## src/coprocessor_dma_register_block_macros.svh

```systemverilog
// Assertion macros shared by the coprocessor DMA register block RTL.
// Depends on nothing; included by the top level.
`ifndef COPROCESSOR_DMA_REGISTER_BLOCK_MACROS_SVH
`define COPROCESSOR_DMA_REGISTER_BLOCK_MACROS_SVH

// Same-cycle implication, sampled on the rising clock edge outside reset
`define CDMA_ASSERT_NOW(label, clk, rst_n, ante, cons, msg) \
    label: assert property (@(posedge clk) disable iff (!rst_n) (ante) |-> (cons)) \
        else $error(msg);

// Next-cycle implication, sampled on the rising clock edge outside reset
`define CDMA_ASSERT_NEXT(label, clk, rst_n, ante, cons, msg) \
    label: assert property (@(posedge clk) disable iff (!rst_n) (ante) |=> (cons)) \
        else $error(msg);

`endif

```

## src/cdma_pkg.sv

```systemverilog
// Shared types and constants of the coprocessor DMA register block.
// Depends on nothing; used by cdma_core and the top level.
`default_nettype none

package cdma_pkg;

    // Request commands
    typedef enum logic [1:0] {
        CMD_WRITE = 2'd0,
        CMD_READ  = 2'd1,
        CMD_TICK  = 2'd2
    } cmd_t;

    // Register indexes
    localparam logic [2:0] REG_LOCAL_ADDR = 3'd0;
    localparam logic [2:0] REG_RAM_ADDR   = 3'd1;
    localparam logic [2:0] REG_RD_LEN     = 3'd2;
    localparam logic [2:0] REG_WR_LEN     = 3'd3;
    localparam logic [2:0] REG_STATUS     = 3'd4;
    localparam logic [2:0] REG_FULL       = 3'd5;
    localparam logic [2:0] REG_BUSY       = 3'd6;
    localparam logic [2:0] REG_SEMAPHORE  = 3'd7;

    // Address and length masks
    localparam logic [12:0] LOCAL_ADDR_MASK = 13'h1FF8;
    localparam logic [23:0] RAM_ADDR_MASK   = 24'hFFFFF8;
    localparam logic [31:0] LENGTH_MASK     = ~32'h0070_0007;
    localparam logic [11:0] BLOCK_MASK      = 12'hFF8;
    localparam logic [11:0] ROW_LOW_BITS    = 12'h007;

    // Status bit positions
    localparam int unsigned ST_BUSY = 2;
    localparam int unsigned ST_FULL = 3;

    typedef struct packed {
        cmd_t        command;
        logic [2:0]  reg_index;
        logic [31:0] write_data;
    } item_t;

    typedef struct packed {
        logic [31:0] read_data;
        logic        xfer_valid;
        logic [23:0] xfer_ram_addr;
        logic [11:0] xfer_local_addr;
        logic        xfer_instr_bank;
        logic        xfer_to_ram;
        logic        intr_raise;
        logic        intr_clear;
    } result_t;

    // Engine flags seen by the top level
    typedef struct packed {
        logic busy;
        logic full;
        logic st_busy;
        logic st_full;
    } flags_t;

endpackage

`default_nettype wire

```

## src/cdma_core.sv

```systemverilog
// Register file and strided DMA sequencer: turns one request into one result
// and updates all engine state. Depends on cdma_pkg.
`default_nettype none

module cdma_core (
    input  wire logic             clk,
    input  wire logic             rst_n,
    input  wire logic             fire,
    input  wire cdma_pkg::item_t  item,
    output cdma_pkg::result_t     result,
    output cdma_pkg::flags_t      flags
);

    logic [12:0] active_local_reg, active_local_next;
    logic [23:0] active_ram_reg, active_ram_next;
    logic [31:0] rd_len_reg, rd_len_next;
    logic [31:0] wr_len_reg, wr_len_next;
    logic [14:0] status_reg, status_next;
    logic        full_reg, full_next;
    logic        busy_reg, busy_next;
    logic        sema_reg, sema_next;
    logic [12:0] pend_local_reg, pend_local_next;
    logic [23:0] pend_ram_reg, pend_ram_next;
    logic [31:0] pend_len_reg, pend_len_next;
    logic        pend_to_ram_reg, pend_to_ram_next;
    logic        active_to_ram_reg, active_to_ram_next;
    logic [12:0] bytes_left_reg, bytes_left_next;
    logic [11:0] row_len_reg, row_len_next;
    logic [8:0]  rows_left_reg, rows_left_next;
    logic [11:0] row_skip_reg, row_skip_next;
    logic [23:0] cursor_ram_reg, cursor_ram_next;
    logic [11:0] cursor_local_reg, cursor_local_next;
    logic        do_load;
    logic        do_end;
    logic [12:0] bytes_m1;

    // One set/clear pair: both or neither leaves the bit alone
    function automatic logic pair_bit(input logic cur, input logic set, input logic clr);
        logic b;
        b = cur;
        if (set && !clr) b = 1'b1;
        if (clr && !set) b = 1'b0;
        return b;
    endfunction

    // Status register write; busy and full bits are read only
    function automatic logic [14:0] status_write(input logic [14:0] cur,
                                                 input logic [31:0] v);
        logic [14:0] s;
        s = cur;
        for (int i = 0; i < 8; i++) begin
            s[7 + i] = pair_bit(cur[7 + i], v[10 + 2 * i], v[9 + 2 * i]);
        end
        s[6] = pair_bit(cur[6], v[8], v[7]);
        s[5] = pair_bit(cur[5], v[6], v[5]);
        if (v[2]) s[1] = 1'b0;
        s[0] = pair_bit(cur[0], v[1], v[0]);
        return s;
    endfunction

    // Next state and result for the request in flight
    always_comb
    begin
        active_local_next  = active_local_reg;
        active_ram_next    = active_ram_reg;
        rd_len_next        = rd_len_reg;
        wr_len_next        = wr_len_reg;
        status_next        = status_reg;
        full_next          = full_reg;
        busy_next          = busy_reg;
        sema_next          = sema_reg;
        pend_local_next    = pend_local_reg;
        pend_ram_next      = pend_ram_reg;
        pend_len_next      = pend_len_reg;
        pend_to_ram_next   = pend_to_ram_reg;
        active_to_ram_next = active_to_ram_reg;
        bytes_left_next    = bytes_left_reg;
        row_len_next       = row_len_reg;
        rows_left_next     = rows_left_reg;
        row_skip_next      = row_skip_reg;
        cursor_ram_next    = cursor_ram_reg;
        cursor_local_next  = cursor_local_reg;
        result             = '0;
        do_load            = 1'b0;
        do_end             = 1'b0;
        bytes_m1           = 13'd0;

        if (fire) begin
            case (item.command)
                cdma_pkg::CMD_WRITE:
                begin
                    case (item.reg_index)
                        cdma_pkg::REG_LOCAL_ADDR:
                            pend_local_next = item.write_data[12:0] & cdma_pkg::LOCAL_ADDR_MASK;
                        cdma_pkg::REG_RAM_ADDR:
                            pend_ram_next = item.write_data[23:0] & cdma_pkg::RAM_ADDR_MASK;
                        cdma_pkg::REG_RD_LEN, cdma_pkg::REG_WR_LEN:
                        begin
                            // queue the transfer unless one is already waiting
                            if (!full_reg) begin
                                pend_len_next    = item.write_data & cdma_pkg::LENGTH_MASK;
                                pend_to_ram_next = (item.reg_index == cdma_pkg::REG_WR_LEN);
                                if (busy_reg) begin
                                    full_next                     = 1'b1;
                                    status_next[cdma_pkg::ST_FULL] = 1'b1;
                                end
                            end
                            if (!busy_reg) do_load = 1'b1;
                        end
                        cdma_pkg::REG_STATUS:
                        begin
                            status_next       = status_write(status_reg, item.write_data);
                            result.intr_raise = item.write_data[4];
                            result.intr_clear = item.write_data[3];
                        end
                        cdma_pkg::REG_SEMAPHORE:
                            sema_next = item.write_data[0];
                        default: ;
                    endcase
                end
                cdma_pkg::CMD_READ:
                begin
                    case (item.reg_index)
                        cdma_pkg::REG_LOCAL_ADDR: result.read_data = {19'd0, active_local_reg};
                        cdma_pkg::REG_RAM_ADDR:   result.read_data = {8'd0, active_ram_reg};
                        cdma_pkg::REG_RD_LEN:     result.read_data = rd_len_reg;
                        cdma_pkg::REG_WR_LEN:     result.read_data = wr_len_reg;
                        cdma_pkg::REG_STATUS:     result.read_data = {17'd0, status_reg};
                        cdma_pkg::REG_FULL:       result.read_data = {31'd0, full_reg};
                        cdma_pkg::REG_BUSY:       result.read_data = {31'd0, busy_reg};
                        default:                  result.read_data = {31'd0, sema_reg};
                    endcase
                end
                cdma_pkg::CMD_TICK:
                begin
                    if (busy_reg) begin
                        if (rows_left_reg == 9'd0) begin
                            do_end = 1'b1;
                        end else if (bytes_left_reg != 13'd0) begin
                            // issue one 8-byte block
                            result.xfer_valid      = 1'b1;
                            result.xfer_ram_addr   = cursor_ram_reg;
                            result.xfer_local_addr = cursor_local_reg;
                            result.xfer_instr_bank = active_local_reg[12];
                            result.xfer_to_ram     = active_to_ram_reg;
                            bytes_left_next   = bytes_left_reg - 13'd8;
                            cursor_ram_next   = cursor_ram_reg + 24'd8;
                            cursor_local_next = cursor_local_reg + 12'd8;
                            bytes_m1          = bytes_left_next - 13'd1;
                            rd_len_next = {row_skip_reg, 20'd0}
                                        | {11'd0, rows_left_reg, 12'd0}
                                        | {20'd0, bytes_m1[11:3], 3'd0};
                            wr_len_next = rd_len_next;
                        end else begin
                            // row end: step over the skip, rearm the row
                            rows_left_next  = rows_left_reg - 9'd1;
                            bytes_left_next = {1'b0, row_len_reg} + 13'd1;
                            cursor_ram_next = cursor_ram_reg + {12'd0, row_skip_reg};
                            if (rows_left_next == 9'd0) do_end = 1'b1;
                        end
                    end
                end
                default: ;
            endcase
        end

        // Finish: start the queued transfer or go idle
        if (do_end) begin
            if (full_reg) begin
                do_load                        = 1'b1;
                full_next                      = 1'b0;
                status_next[cdma_pkg::ST_FULL] = 1'b0;
            end else begin
                busy_next                      = 1'b0;
                status_next[cdma_pkg::ST_BUSY] = 1'b0;
            end
        end

        // Start: pending becomes active, cursors and row counters load
        if (do_load) begin
            active_local_next  = pend_local_next;
            active_ram_next    = pend_ram_next;
            rd_len_next        = pend_len_next;
            wr_len_next        = pend_len_next;
            active_to_ram_next = pend_to_ram_next;
            busy_next          = 1'b1;
            status_next[cdma_pkg::ST_BUSY] = 1'b1;
            cursor_ram_next    = pend_ram_next & cdma_pkg::RAM_ADDR_MASK;
            cursor_local_next  = pend_local_next[11:0] & cdma_pkg::BLOCK_MASK;
            row_len_next       = pend_len_next[11:0] | cdma_pkg::ROW_LOW_BITS;
            bytes_left_next    = {1'b0, row_len_next} + 13'd1;
            rows_left_next     = {1'b0, pend_len_next[19:12]} + 9'd1;
            row_skip_next      = pend_len_next[31:20] & cdma_pkg::BLOCK_MASK;
        end
    end

    // Engine state
    always_ff @(posedge clk or negedge rst_n)
    begin
        if (!rst_n) begin
            active_local_reg  <= '0;
            active_ram_reg    <= '0;
            rd_len_reg        <= '0;
            wr_len_reg        <= '0;
            status_reg        <= '0;
            full_reg          <= 1'b0;
            busy_reg          <= 1'b0;
            sema_reg          <= 1'b0;
            pend_local_reg    <= '0;
            pend_ram_reg      <= '0;
            pend_len_reg      <= '0;
            pend_to_ram_reg   <= 1'b0;
            active_to_ram_reg <= 1'b0;
            bytes_left_reg    <= '0;
            row_len_reg       <= '0;
            rows_left_reg     <= '0;
            row_skip_reg      <= '0;
            cursor_ram_reg    <= '0;
            cursor_local_reg  <= '0;
        end else begin
            active_local_reg  <= active_local_next;
            active_ram_reg    <= active_ram_next;
            rd_len_reg        <= rd_len_next;
            wr_len_reg        <= wr_len_next;
            status_reg        <= status_next;
            full_reg          <= full_next;
            busy_reg          <= busy_next;
            sema_reg          <= sema_next;
            pend_local_reg    <= pend_local_next;
            pend_ram_reg      <= pend_ram_next;
            pend_len_reg      <= pend_len_next;
            pend_to_ram_reg   <= pend_to_ram_next;
            active_to_ram_reg <= active_to_ram_next;
            bytes_left_reg    <= bytes_left_next;
            row_len_reg       <= row_len_next;
            rows_left_reg     <= rows_left_next;
            row_skip_reg      <= row_skip_next;
            cursor_ram_reg    <= cursor_ram_next;
            cursor_local_reg  <= cursor_local_next;
        end
    end

    assign flags.busy    = busy_reg;
    assign flags.full    = full_reg;
    assign flags.st_busy = status_reg[cdma_pkg::ST_BUSY];
    assign flags.st_full = status_reg[cdma_pkg::ST_FULL];

endmodule

`default_nettype wire

```

## src/coprocessor_dma_register_block.sv

```systemverilog
// Top level of the coprocessor DMA register block: request register, result
// register and handshake. Depends on cdma_pkg, cdma_core and the macro header.
`default_nettype none

`include "coprocessor_dma_register_block_macros.svh"

// Takes one request (register write, register read or DMA tick) per clock and
// returns exactly one result per request, in order. A request is captured in
// the request register, handled in a single pass by the register file and DMA
// sequencer, and its result held in the result register; throughput is one request
// per cycle while the result side keeps up. All state lives in flip-flops; the
// local and RAM memories are outside and are driven from the xfer_* fields, at
// most one 8-byte block per busy tick.
module coprocessor_dma_register_block (
    input  wire logic        clk,
    input  wire logic        rst_n,
    input  wire logic        cmd_valid,
    output logic             cmd_stall,
    input  wire logic [1:0]  command,
    input  wire logic [2:0]  reg_index,
    input  wire logic [31:0] write_data,
    output logic             res_valid,
    input  wire logic        res_stall,
    output logic [31:0]      read_data,
    output logic             xfer_valid,
    output logic [23:0]      xfer_ram_addr,
    output logic [11:0]      xfer_local_addr,
    output logic             xfer_instr_bank,
    output logic             xfer_to_ram,
    output logic             intr_raise,
    output logic             intr_clear
);

    logic               stage_valid_reg, stage_valid_next;
    cdma_pkg::item_t    stage_reg;
    logic               res_valid_reg, res_valid_next;
    cdma_pkg::result_t  res_reg;
    cdma_pkg::result_t  core_result;
    cdma_pkg::flags_t   flags;
    logic               out_free;
    logic               stage_fire;
    logic               cmd_fire;
    logic               flags_agree;
    logic               res_no_xfer;
    logic               xfer_zero;
    logic               idle_tick;

    // Handshake: result register frees when empty or being taken
    assign out_free   = !res_valid_reg || !res_stall;
    assign stage_fire = stage_valid_reg && out_free;
    assign cmd_stall  = stage_valid_reg && !out_free;
    assign cmd_fire   = cmd_valid && !cmd_stall;

    always_comb
    begin
        stage_valid_next = stage_valid_reg;
        if (cmd_fire) stage_valid_next = 1'b1;
        else if (stage_fire) stage_valid_next = 1'b0;

        res_valid_next = res_valid_reg;
        if (stage_fire) res_valid_next = 1'b1;
        else if (res_valid_reg && !res_stall) res_valid_next = 1'b0;
    end

    always_ff @(posedge clk or negedge rst_n)
    begin
        if (!rst_n) begin
            stage_valid_reg <= 1'b0;
            res_valid_reg   <= 1'b0;
        end else begin
            stage_valid_reg <= stage_valid_next;
            res_valid_reg   <= res_valid_next;
        end
    end

    // Request and result payload
    always_ff @(posedge clk)
    begin
        if (cmd_fire) begin
            stage_reg.command    <= cdma_pkg::cmd_t'(command);
            stage_reg.reg_index  <= reg_index;
            stage_reg.write_data <= write_data;
        end
        if (stage_fire) begin
            res_reg <= core_result;
        end
    end

    cdma_core u_core (
        .clk    (clk),
        .rst_n  (rst_n),
        .fire   (stage_fire),
        .item   (stage_reg),
        .result (core_result),
        .flags  (flags)
    );

    assign res_valid       = res_valid_reg;
    assign read_data       = res_reg.read_data;
    assign xfer_valid      = res_reg.xfer_valid;
    assign xfer_ram_addr   = res_reg.xfer_ram_addr;
    assign xfer_local_addr = res_reg.xfer_local_addr;
    assign xfer_instr_bank = res_reg.xfer_instr_bank;
    assign xfer_to_ram     = res_reg.xfer_to_ram;
    assign intr_raise      = res_reg.intr_raise;
    assign intr_clear      = res_reg.intr_clear;

    // Terms for the checks
    assign flags_agree = (flags.st_busy == flags.busy) && (flags.st_full == flags.full);
    assign res_no_xfer = res_valid_reg && !res_reg.xfer_valid;
    assign xfer_zero   = (res_reg.xfer_ram_addr == 24'd0) && (res_reg.xfer_local_addr == 12'd0)
                         && !res_reg.xfer_instr_bank && !res_reg.xfer_to_ram;
    assign idle_tick   = stage_fire && !flags.busy
                         && (stage_reg.command == cdma_pkg::CMD_TICK);

    // Checks
    `CDMA_ASSERT_NOW(a_full_needs_busy, clk, rst_n, flags.full, flags.busy, "full while idle")
    `CDMA_ASSERT_NOW(a_status_mirror, clk, rst_n, 1'b1, flags_agree, "status flags disagree")
    `CDMA_ASSERT_NOW(a_idle_fields_zero, clk, rst_n, res_no_xfer, xfer_zero, "stray xfer fields")
    `CDMA_ASSERT_NEXT(a_idle_tick_no_xfer, clk, rst_n, idle_tick, res_no_xfer, "xfer on idle tick")

endmodule

`default_nettype wire

```

## config.mk

```make
export PLATFORM = sky130hd
export DESIGN_NAME = coprocessor_dma_register_block
export DESIGN_NICKNAME = d
export VERILOG_FILES = /design/src/cdma_pkg.sv /design/src/cdma_core.sv /design/src/coprocessor_dma_register_block.sv
export VERILOG_INCLUDE_DIRS = /design/src /design/src/src
export SDC_FILE = /design/constraint.sdc
export NUM_CORES = 1
export LEC_CHECK = 0
export BUFFER_PORTS_ARGS = -buffer_cell sky130_fd_sc_hd__buf_2
export CAP_MARGIN = 40
export CORE_ASPECT_RATIO = 0.75
export CORE_MARGIN = 5
export CORE_UTILIZATION = 30
export CTS_CLUSTER_SIZE = 10
export DETAILED_ROUTE_END_ITERATION = 8
export SLEW_MARGIN = 5
export SYNTH_ARGS = -nofsm -noshare
export SYNTH_HDL_FRONTEND = slang
export SYNTH_HIERARCHICAL = 1
export SYNTH_SLANG_ARGS = --single-unit
```

## constraint.sdc

```tcl
create_clock -name clk -period 12.3 [get_ports clk]
set_input_delay 2.46 -clock clk [delete_from_list [all_inputs] [get_ports clk]]
set_output_delay 2.46 -clock clk [all_outputs]
set_load 0.005 [all_outputs]
```

### Word level (Yosys, flattened, before mapping)

Cells that the tools add are included.

* add/subtract/negate cells: 9
* multipliers: 0
* div/mod/pow operators: 0
* order comparisons: 0
* equality and inequality tests: 12
* shift-type cells: 0
* multiplexer cells: 104
* bitwise operators: 5
* reductions and logical operators: 96

Operators by type and width (number)
* 32-bit 2-to-1 mux: 10
* 24-bit 2-to-1 mux: 9
* 32-bit one-hot mux with 6 select lines: 1
* 13-bit 2-to-1 mux: 9
* 12-bit 2-to-1 mux: 6
* 1-bit 2-to-1 mux: 59
* 9-bit 2-to-1 mux: 6
* 4-bit AND reduction: 12
* 39-bit 2-to-1 mux: 1
* 2-bit nonzero test: 18
* 32-bit by 12-bit OR with 32-bit output: 1
* 32-bit by 21-bit OR with 32-bit output: 1
* 12-bit by 1-bit adder with 13-bit output, second input constant: 2
* 1-bit logical AND: 26
* 1-bit logical NOT: 26
* 24-bit by 12-bit adder with 24-bit output: 1
* 24-bit by 4-bit adder with 24-bit output, second input constant: 1
* 9-bit logical NOT: 2
* 13-bit nonzero test: 1
* 13-bit by 4-bit subtractor with 13-bit output, second input constant: 1
* 12-bit by 4-bit adder with 12-bit output, second input constant: 1
* 3-bit equality test, second input constant: 4
* 12-bit by 1-bit subtractor with 12-bit output, second input constant: 1
* 5-bit AND reduction: 2
* other kinds (19): 25

* flip-flop bits (word level): 347
* latch bits: 0
* memory bits (writable): 0
* bits in read-only memories: 0
* output and inout port bits: 75
* logic and storage cells: 268
* memories: 0

### Depth between registers and ports, before layout

* word-level depth: 11
* depth in mapped cells: 15
* gate-level depth less buffers: 14

### By module

Netlist, hierarchy kept.

By module, submodules not included
* cdma_core: instances 1, cells an instance 1322, area each 12061.6 um^2
* coprocessor_dma_register_block: instances 1, cells an instance 118, area each 3395.8 um^2

### Worst setup path before layout

No wires, ideal clock.

* path type: in2reg
* from: input port res_stall
* to: register u_core.bytes_left_reg[7]
* library setup time: 126 ps
* arrival: 10443 ps
* data required time: 12174 ps
* path slack: 1731 ps
* cell stages on the path: 11
* path buffers: 1
* cell sequence: a21boi_0 -> or4b_2 -> nor2_1 -> clkbuf_1 -> mux2i_1 -> inv_1 -> ha_1 -> nor2b_1 -> nand2_1 -> xnor2_1 -> a221o_1

RTL lines
* from (decl): RTL line coprocessor_dma_register_block.sv:23 `input wire logic res_stall,`
* 1-bit logical NOT: RTL line coprocessor_dma_register_block.sv:49 `assign out_free = !res_valid_reg || !res_stall;`
* 1-bit logical OR: RTL line coprocessor_dma_register_block.sv:49
* 1-bit logical AND: RTL line coprocessor_dma_register_block.sv:50 `assign stage_fire = stage_valid_reg && out_free;`
* 32-bit 2-to-1 mux: RTL line cdma_core.sv:88 `if (fire) begin`
* via u_core.pend_len_next[4]: RTL line cdma_core.sv:24 `logic [31:0] pend_len_reg, pend_len_next;`
* 12-bit by 1-bit adder with 13-bit output: RTL line cdma_core.sv:191 `bytes_left_next = {1'b0, row_len_next} + 13'd1;`
* 13-bit 2-to-1 mux: RTL line cdma_core.sv:180 `if (do_load) begin`
* to (signal assigned): RTL line cdma_core.sv:234 `bytes_left_reg <= bytes_left_next;`
* to (decl): RTL line cdma_core.sv:27 `logic [12:0] bytes_left_reg, bytes_left_next;`

The timed path passes the listed nets, and every way through them passes these cells.
A chain may end at the register's enable or synchronous reset.

### Worst setup path in the final report

Same ends and word-level chain as after synthesis.

==> impl_results.md <==
- Slew headroom: 39.0%
- CTS sink cnt: 336
- Min cycle time layout: 5620 ps
- First-pass GRT wire length: 67,400 µm
- Final Hold Viols: 0
- Initial antenna violation count: 2
- Die Height: 206 µm
- Crit-path max FO: 31
- Hold Crit Class: reg -> reg
- Fmax: 178 MHz
- YS warnings: 6
- R2R cell count: 15
- Maximum clock insertion buffer count: 3
- ANT nets after route: 0
- Iteration-0 DRC Markers: 1,054
- Maximum number of pins on one net before global-route repair: 101
- Mapped Area: 0.0154 mm²
- Endpoints failing setup: 0
- Worst Setup Path Type: in -> reg
- Initial Utilization: 30.5%
- Port Buf Inserts: 114
- Die ar.: 0.0560 mm²
- Final #Nets: 1,608
- Levels on crit path: 13
- Final core occ: 35.4%
- Clock insertion delay at the later pin of the skew report: 560 ps
- RSZ-0062 raised after global routing: no
- IO Pins: 116
- Htree depth: 2
- Status: completed
- Post-CTS setup buffers: 0
- Buffers & Inverters on Critical Path: 4
- Inserted Clock Buffers: 41
- Die extent in x: 272 µm
- CTS tree: yes
- WL final: 44,200 µm
- Max-cap violation count: 0
- Dpl cell area: 0.0166 mm²
- Tcrit/Tclk final: 45.7%
- Pwr Total: 3.47 mW
- Worst Skew: 18.7 ps
- Critical path, cell by cell: buf_2, a21boi_4, buf_4, or4b_2, nor2_1, buf_4, mux2i_1, inv_1, ha_1, nor2b_1, nand2_1, xnor2_1, a221o_1
- CP required: 12,740 ps
- GRT Overall Usage: 15.6%
- Grt total ovfl: 0
- Max VDD drop: 0.0000816 V
- Setup TNS: 0 ps
- Worst hold slack: 475 ps
- Worst Setup EP: u_core/bytes_left_reg[7]
- R2R Path Start: u_core/bytes_left_reg[3]
- Pwr dens: 194 mW/mm²
- Area Growth Syn to Fin: 16.1%
- Mean Syn Cell Area: 10.7 µm²
- Ant diodes: 0
- HPWL Detailed: 30,700 µm
- Vias in the first global route: 11,000
- Placer Congestion: 0.878
- R2R setup slack: 8080 ps
- Worst Setup SP: res_stall
- Synth Instances: 1,435
- Worst R2R End: u_core/cursor_ram_reg[13]
- Vias/cell: 5.10
- WL/cell: 20.0 µm
- Most common cell on crit path: buf_4
- Root Driver: clkbuf_16
- Drt first pass iters: 5
- Kind of end point of the critical path: register
- CTS resizes: 0
- Final instance area: 0.0179 mm²
- # hold bufs at CTS: 0
- Slew @ Worst Pin: 912 ps
- DRC errors left: 0
- Layout cells sized above 1: 14.9%
- Pins Over Slew Limit: 0
- Delay-heaviest family, CP: simple AND/OR/NAND/NOR gates
- Leak: 8.08 nW
- Fill cells: 4,997
- WP data arrival: 6060 ps
- Slowest stage delay, CP: 680 ps
- Worst-path clk slew: 60 ps
- Max reg flops: 36
- # rows: 71
- Crit-path slowest cell: or4b_2
- Total core area: 0.0505 mm²
- Crit path launch type: primary input
- DR vias: 11,300
-- worst min path at each step --
stage	startpoint	end	slack, ps	depth (start not counted)
final	u_core/pend_local_reg[0]	u_core/pend_local_reg[0]	470	1
after global routing	u_core/pend_local_reg[0]	u_core/pend_local_reg[0]	490	1
after floorplan	u_core/pend_to_ram_reg	u_core/pend_to_ram_reg	440	2
after CTS	u_core/pend_local_reg[0]	u_core/pend_local_reg[0]	480	1
after global placement	u_core/pend_ram_reg[18]	u_core/pend_ram_reg[18]	460	2
after detailed placement	u_core/pend_local_reg[2]	u_core/pend_local_reg[2]	470	1
-- metal layers --
layer  GRT usage [%]  vias up  wire length, µm
met5               0        -                0
met4            4.17        0             1090
met3            4.85       69             3980
met2            23.1      417            18900
met1            22.1     5575            20300
li1                -     5250                -
-- cell usage in the layout (no fill, tap or decap), types with 43 or more instances in the layout --
cell / instances
nand2_1: 123
and3_1: 66
clkbuf_16: 43
edfxtp_1: 109
dfrtp_1: 227
inv_1: 58
buf_2: 113
nor2_1: 208
a21oi_1: 114
-- layout make-up --
type | instances | area (µm²) | area share, %
clock inverters | 2 | 22.5 | 0.126
clock buffers | 67 | 1230 | 6.86
inverters | 58 | 218 | 1.22
repair buffers | 135 | 811 | 4.53
flip-flops and latches | 336 | 8950 | 50.1
well taps | 657 | 822 | 4.60
multi-input cells | 962 | 5830 | 32.6
-- metrics by stage --
stage / setup WS [ps] / cells
global placement: 6180 / 2142
finish: 6680 / 2217
CTS: 6730 / 2217
floorplan: 1730 / 1440
detailed placement: 6170 / 2148
global route: 6430 / 2217
-- where the power goes --
group | switching, mW | internal (mW)
Sequential | 0.239 | 1.42
Combinational | 0.382 | 0.298
Clock | 0.463 | 0.676
Note: power is estimated with default switching activity, not from simulation.
